### config.mk
export PLATFORM = sky130hd
export DESIGN_NAME = tlru_rank
export DESIGN_NICKNAME = d
export VERILOG_FILES = /design/src/rtl/core/tlru_pkg.sv /design/src/rtl/core/tlru_rank.sv
export SDC_FILE = /design/constraint.sdc
export NUM_CORES = 1
export LEC_CHECK = 0
export ABC_CLOCK_PERIOD_IN_PS = 6600
export BUFFER_PORTS_ARGS = -buffer_cell sky130_fd_sc_hd__buf_2
export CORE_UTILIZATION = 40
export DETAILED_ROUTE_END_ITERATION = 10
export PLACE_DENSITY = 0.73
export SLEW_MARGIN = 20
export SYNTH_ARGS = -nofsm -noshare
export SYNTH_HDL_FRONTEND = slang
export SYNTH_SLANG_ARGS = --single-unit
export TNS_END_PERCENT = 5
### constraint.sdc
create_clock -name vclk -period 6.6
set_input_delay 0.66 -clock vclk [all_inputs]
set_output_delay 0.66 -clock vclk [all_outputs]
set_load 0.005 [all_outputs]
### src/rtl/core/tlru_pkg.sv
// Shared types and constants for the true LRU replacement block.
package tlru_pkg;

   localparam int SET_W  = 11;
   localparam int WAY_W  = 4;
   localparam int RANK_W = 4;

   localparam logic FUNC_QUERY  = 1'b0;
   localparam logic FUNC_UPDATE = 1'b1;

   typedef struct packed {
      logic             func;
      logic [SET_W-1:0] set_index;
      logic [WAY_W-1:0] way;
   } op_type;

   typedef enum logic [1:0] {
      ST_CLEAR = 2'b01,
      ST_RUN   = 2'b10
   } state_type;

endpackage

### src/rtl/core/tlru_rank.sv
// Victim search and rank update over one set word.
module tlru_rank #(
   parameter int WAYS = 16
) (
   input  tlru_pkg::op_type                      op,
   input  logic [WAYS*tlru_pkg::RANK_W-1:0]      word_in,
   output logic [tlru_pkg::WAY_W-1:0]            victim,
   output logic                                  way_ok,
   output logic [WAYS*tlru_pkg::RANK_W-1:0]      word_out
);

   localparam int RW = tlru_pkg::RANK_W;

   logic [RW-1:0] rank_sel;

   always_comb begin
      rank_sel = '0;
      for (int i = 0; i < WAYS; i++) begin
         if (tlru_pkg::WAY_W'(i) == op.way) begin
            rank_sel = word_in[i*RW +: RW];
         end
      end
   end

   always_comb begin
      victim = '0;
      for (int i = WAYS - 1; i >= 0; i--) begin
         if (word_in[i*RW +: RW] == RW'(WAYS - 1)) begin
            victim = tlru_pkg::WAY_W'(i);
         end
      end
   end

   assign way_ok = ({1'b0, op.way} < (tlru_pkg::WAY_W + 1)'(WAYS));

   always_comb begin
      word_out = word_in;
      for (int i = 0; i < WAYS; i++) begin
         if (tlru_pkg::WAY_W'(i) == op.way) begin
            word_out[i*RW +: RW] = '0;
         end else if (word_in[i*RW +: RW] < rank_sel) begin
            word_out[i*RW +: RW] = word_in[i*RW +: RW] + RW'(1);
         end
      end
   end

endmodule

======== After elaboration in Yosys (flattened, before gate mapping) ========
Cells that the tools add are included.
Widths: inputs -> output; s select.
operators by class
  add/subtract/negate cells ............... 16
  reduce and logical (&&, ||, !) cells .... 1
  order comparisons ....................... 16
  equal/unequal tests ..................... 31
  muxes and demuxes ....................... 64
operator list
  cell                 number
  $mux 4               64
  $add 4x1->4 const B  16
  $eq 4x4->1 const B   16
  $lt 4x4->1           16
  $eq 4x4->1 const A   8
  $eq 3x4->1 const A   4
  $eq 2x4->1 const A   2
  $eq 1x4->1 const A   1
  $logic_not 4->1      1
storage, ports and cells
  output and inout bits ................... 69
  input port bits ......................... 80
  word-level logic and storage cells ...... 128
  register bits ........................... 0

======== Longest topological paths before layout ========
  depth in word-level cells ............... 20
  gate-level depth with buffers ........... 17
  gate-level depth less buffers ........... 15

======== Worst setup path before layout ========
OpenSTA, ideal clock, no wires.
  kind .................................... input to output
  start ................................... input port op[1] (netlist bit)
  end ..................................... output port word_out[7] (netlist bit)
  stages .................................. 14
  arrival ................................. 4.619 ns
  slack ................................... 1.321 ns
  required time ........................... 5.940 ns
  buffers on the path ..................... 3
  cell sequence ........................... buf_6 > clkbuf_1 > clkbuf_1 > mux4_2 > a22oi_1 > a21oi_1 > a221oi_1 > ha_1 > a21o_1 > a21o_1 > a41oi_1 > a21oi_4 > or3_1 > a21oi_1
between the ends
  longest elaborated chain between the ends .. 20
ends and longest elaborated chain
  element               line             source
  start, declared       tlru_rank.sv:5   input tlru_pkg::op_type op,
  $logic_not 4->1       tlru_rank.sv:19  if (tlru_pkg::WAY_W'(i) == op.way) begin
  $mux 4 (16 in a row)  tlru_rank.sv:19
  $lt 4x4->1            tlru_rank.sv:41  end else if (word_in[i*RW +: RW] < rank_sel) begin
  $mux 4                tlru_rank.sv:41
  $mux 4 *              tlru_rank.sv:39  if (tlru_pkg::WAY_W'(i) == op.way) begin
  end, declared         tlru_rank.sv:9   output logic [WAYS*tlru_pkg::RANK_W-1:0] word_out
Every way passes the cells marked *; elsewhere a longest branch is shown, timed or not.

======== Worst setup path after layout ========
  start ................................... input port op[2] (netlist bit)
  end ..................................... output port word_out[7] (netlist bit)
Same word-level chain as after synthesis.

==> implementation parameters <==
Parameter                              Value

Routing
  Total via count after detailed routing    4,989
  Wirelength per Cell    about 17 um
  Routed WL    13,800 um
  Residual antenna-violating net count after detailed routing    0
  Number of remaining DRC errors    0
  Number of optimization iterations in the first detailed-route pass    5
  Via density    a little over 6
  Number of violations reported at the end of detailed-routing iteration 0    458

Layout
  Sequential standard cell area    0 sq um
  Post-layout net count    827
  Share of post-route cells with drive strength above 1    0.278
  Clock buffers    0
  Antenna Cells    0
  Area added between synthesis and finish    19.8%
  Seq Cell Count    0
  Number of filler cells placed in the layout    1,006

Global route
  Via count of the first global-routing pass    4,563
  Residual overflow from global routing    0
  Initial antenna violation count    0
  Maximum number of pins on one net before global-route repair    38
  Overall global routing resource usage    0.256
  Global-route wire length before repair    between 20,000 and 25,000 um

Flow run
  Max-cap violations    0

Timing
  Actual slew at the worst max-slew pin    ~1 ns
  Unrepaired setup endpoints after global routing    false
  Final count of pins violating max slew    0
  Max Freq    185 MHz
  Share of the clock period used by the worst path    0.818
  Fin. Hold Viols    0
  Setup WS post-layout    about 1.2 ns
  Post-layout minimum cycle time    ~5.4 ns
  Worst slew slack as a fraction of its limit    0.316
  Total Neg Setup Slack    0 ns
  Final setup viols    0

Floorplanning
  Area of the die    10,500 sq um
  Number of placed I/O pins    149
  DIE HEIGHT    102 um
  Cell Rows    36
  Starting Density    0.411
  Die width    102 um
  Core ar.    around 9800 sq um

Critical path
  Data required time at the worst endpoint    5.94 ns
  Worst setup SP type    input pin
  Worst Path Buf+Inv    3
  CP max stage cell    sky130_fd_sc_hd__nand2b_1
  Critical path endpoint category    output port
  Cell type group with the largest total delay on the critical path    compound AO/OA/AOI/OAI gates
  Cell seen most often among critical-path stages    sky130_fd_sc_hd__a21o_1
  Slowest Stage Delay on Critical Path    0.53 ns
  Worst Path Max Fanout    35
  Type of the worst setup path    input pin to output port
  CP cell instances    buf_2, nand2b_1, nor2_1, a31oi_1, o21ai_0, a221oi_1, a21oi_1, nor2b_1, buf_4, ha_1, a21o_1, a21o_1, a21o_1, a41oi_1, a21oi_4, or3_1, a21oi_1, buf_2
  Worst path arrival time    4.74 ns

Logic synthesis
  Share of synthesized area occupied by flip-flops and latches    0
  Post-Syn Area per Cell    about 7 sq um
  Area contributors post-synth    sky130_fd_sc_hd__ha_1 (20%), sky130_fd_sc_hd__nor2_1 (6.4%), sky130_fd_sc_hd__a21o_1 (4.7%)
  Post-Syn Area    4020 sq um
  Count of synthesis-stage warnings from yosys    0
  Number of distinct library cell variants in the gate-level netlist after synthesis    between 70 and 80
  Mapped Cells    557
  Syn_nets    ~700
  Area share of the leading cell type in the synthesized netlist    0.199
  Cell taking the most area after synthesis    sky130_fd_sc_hd__ha_1

Pwr
  Worst vdd rail ir drop    0.0000598 V
  Part of the power in registers    0
  Internal power contribution    roughly 0.00027 W
  Leakage power of the design    roughly 2.2 nW
  Power per cell area    128 nW/um^2
  Total Power Consumption    0.000617 W
  Switching share of total power    0.555
  Switching power summed over all nets    0.000342 W
  Clock power frac    0
  Combinational fraction of design power    1.000

Min path
  Type of the most critical hold path    input pin to output port

Place
  GPL Wtd Cong    0.905
  Dpl hpwl    11,000 um
  Worst setup timing slack at the placement stage    1.30 ns
  Port bufs    around 140

Clock network
  Hold buffer count at CTS    0
  Cts repair resizes    0
  Number of buffers added for setup after CTS    0

Outcome
  Result of the run    finished clean
cell usage in the layout (no fill, tap or decap), types with 9 or more instances in the layout:
| cell | count |
|---|---|
| sky130_fd_sc_hd__nand2_1 | 25 |
| sky130_fd_sc_hd__a21oi_1 | 32 |
| sky130_fd_sc_hd__nor3_1 | 23 |
| sky130_fd_sc_hd__a21o_1 | 25 |
| sky130_fd_sc_hd__nand3_1 | 28 |
| sky130_fd_sc_hd__inv_1 | 14 |
| sky130_fd_sc_hd__nor4_1 | 10 |
| sky130_fd_sc_hd__ha_1 | 64 |
| sky130_fd_sc_hd__a31oi_1 | 9 |
| sky130_fd_sc_hd__xor2_1 | 13 |
| sky130_fd_sc_hd__o21a_1 | 14 |
| sky130_fd_sc_hd__o21ai_0 | 30 |
| sky130_fd_sc_hd__buf_2 | 136 |
| sky130_fd_sc_hd__mux2i_1 | 17 |
| sky130_fd_sc_hd__or3_1 | 18 |
| sky130_fd_sc_hd__nor2_1 | 69 |
stage by stage:
step / instance area (sq um) / utilization / hold WS [ns] / std cells
global placement: 4810 / 0.492 / 1.65 / 814
finish: 4810 / 0.492 / 1.67 / 814
floorplan: 4020 / - / 1.38 / 557
global route: 4810 / 0.492 / 1.69 / 814
detailed placement: 4810 / 0.492 / 1.66 / 814
CTS: 4810 / 0.492 / 1.67 / 814
synthesized netlist by cell type, types with 5 or more instances:
cell / n
sky130_fd_sc_hd__nor3b_1: 5
sky130_fd_sc_hd__mux2i_1: 17
sky130_fd_sc_hd__a211oi_1: 7
sky130_fd_sc_hd__clkbuf_1: 8
sky130_fd_sc_hd__nor3_1: 23
sky130_fd_sc_hd__o21ba_2: 8
sky130_fd_sc_hd__a21oi_4: 8
sky130_fd_sc_hd__xor2_1: 13
sky130_fd_sc_hd__nand2_1: 25
sky130_fd_sc_hd__a21o_1: 25
sky130_fd_sc_hd__or3_1: 18
sky130_fd_sc_hd__a41oi_1: 5
sky130_fd_sc_hd__o21ai_1: 6
sky130_fd_sc_hd__o21a_1: 14
sky130_fd_sc_hd__or2_2: 8
sky130_fd_sc_hd__nand2b_1: 5
sky130_fd_sc_hd__o21ai_0: 30
sky130_fd_sc_hd__a31oi_1: 9
sky130_fd_sc_hd__nor2_1: 69
sky130_fd_sc_hd__or4_1: 8
sky130_fd_sc_hd__nand4_1: 8
sky130_fd_sc_hd__nor4_1: 10
sky130_fd_sc_hd__nand3_1: 28
sky130_fd_sc_hd__inv_1: 14
sky130_fd_sc_hd__ha_1: 64
sky130_fd_sc_hd__a21oi_1: 33
sky130_fd_sc_hd__o31ai_1: 5
sky130_fd_sc_hd__a22oi_1: 7
power groups by stage:
stage	Clock, W	Combinational [W]	Sequential [W]
finish	0	0.000617	0
global route	0	0.000686	0
CTS	0	0.000613	0
detailed placement	0	0.000610	0
global placement	0	0.000583	0
floorplan	0	0.000409	0
worst min-delay path, stage by stage:
cell and delay [ns]:
sky130_fd_sc_hd__buf_2 0.14, sky130_fd_sc_hd__a211oi_1 0.08, sky130_fd_sc_hd__buf_2 0.13
routing by layer:
metal	global-route usage	vias up	routed length, um	part of all wire
met3	0.0233	24	1120	0.081
li1	-	2411	-	-
met4	0.0659	0	221	0.016
met5	0	-	0	0
met2	0.451	238	6500	0.47
met1	0.335	2316	5920	0.43
worst paths after layout:
check / start / to / slack (ns) / cells past startpoint
setup / recovery: op[2] / word_out[7] / 1.20 / 18
hold / removal: word_in[32] / word_out[32] / 1.67 / 3
layout make-up:
| class | count | area (sq um) | area share |
|---|---|---|---|
| multi-input cells | 527 | 3880 | 0.807 |
| well taps | 133 | 166 | 0.0346 |
| inverters | 14 | 52.6 | 0.0109 |
| repair buffers | 140 | 711 | 0.148 |
kinds of logic (layout without fill, tap and decap cells):
family                   count (synthesis)  in the layout  synth area share
AO/OA/AOI/OAI                          191            191             0.365
XOR/XNOR                                16             16            0.0349
adder cells (fa/ha/maj)                 64             64             0.199
buffers and inverters                   30            154            0.0361
multiplexers                            18             18            0.0479
other                                    1              1          0.000933
AND/OR/NAND/NOR                        237            237             0.316
No activity file was read; power rests on OpenSTA's default activity.
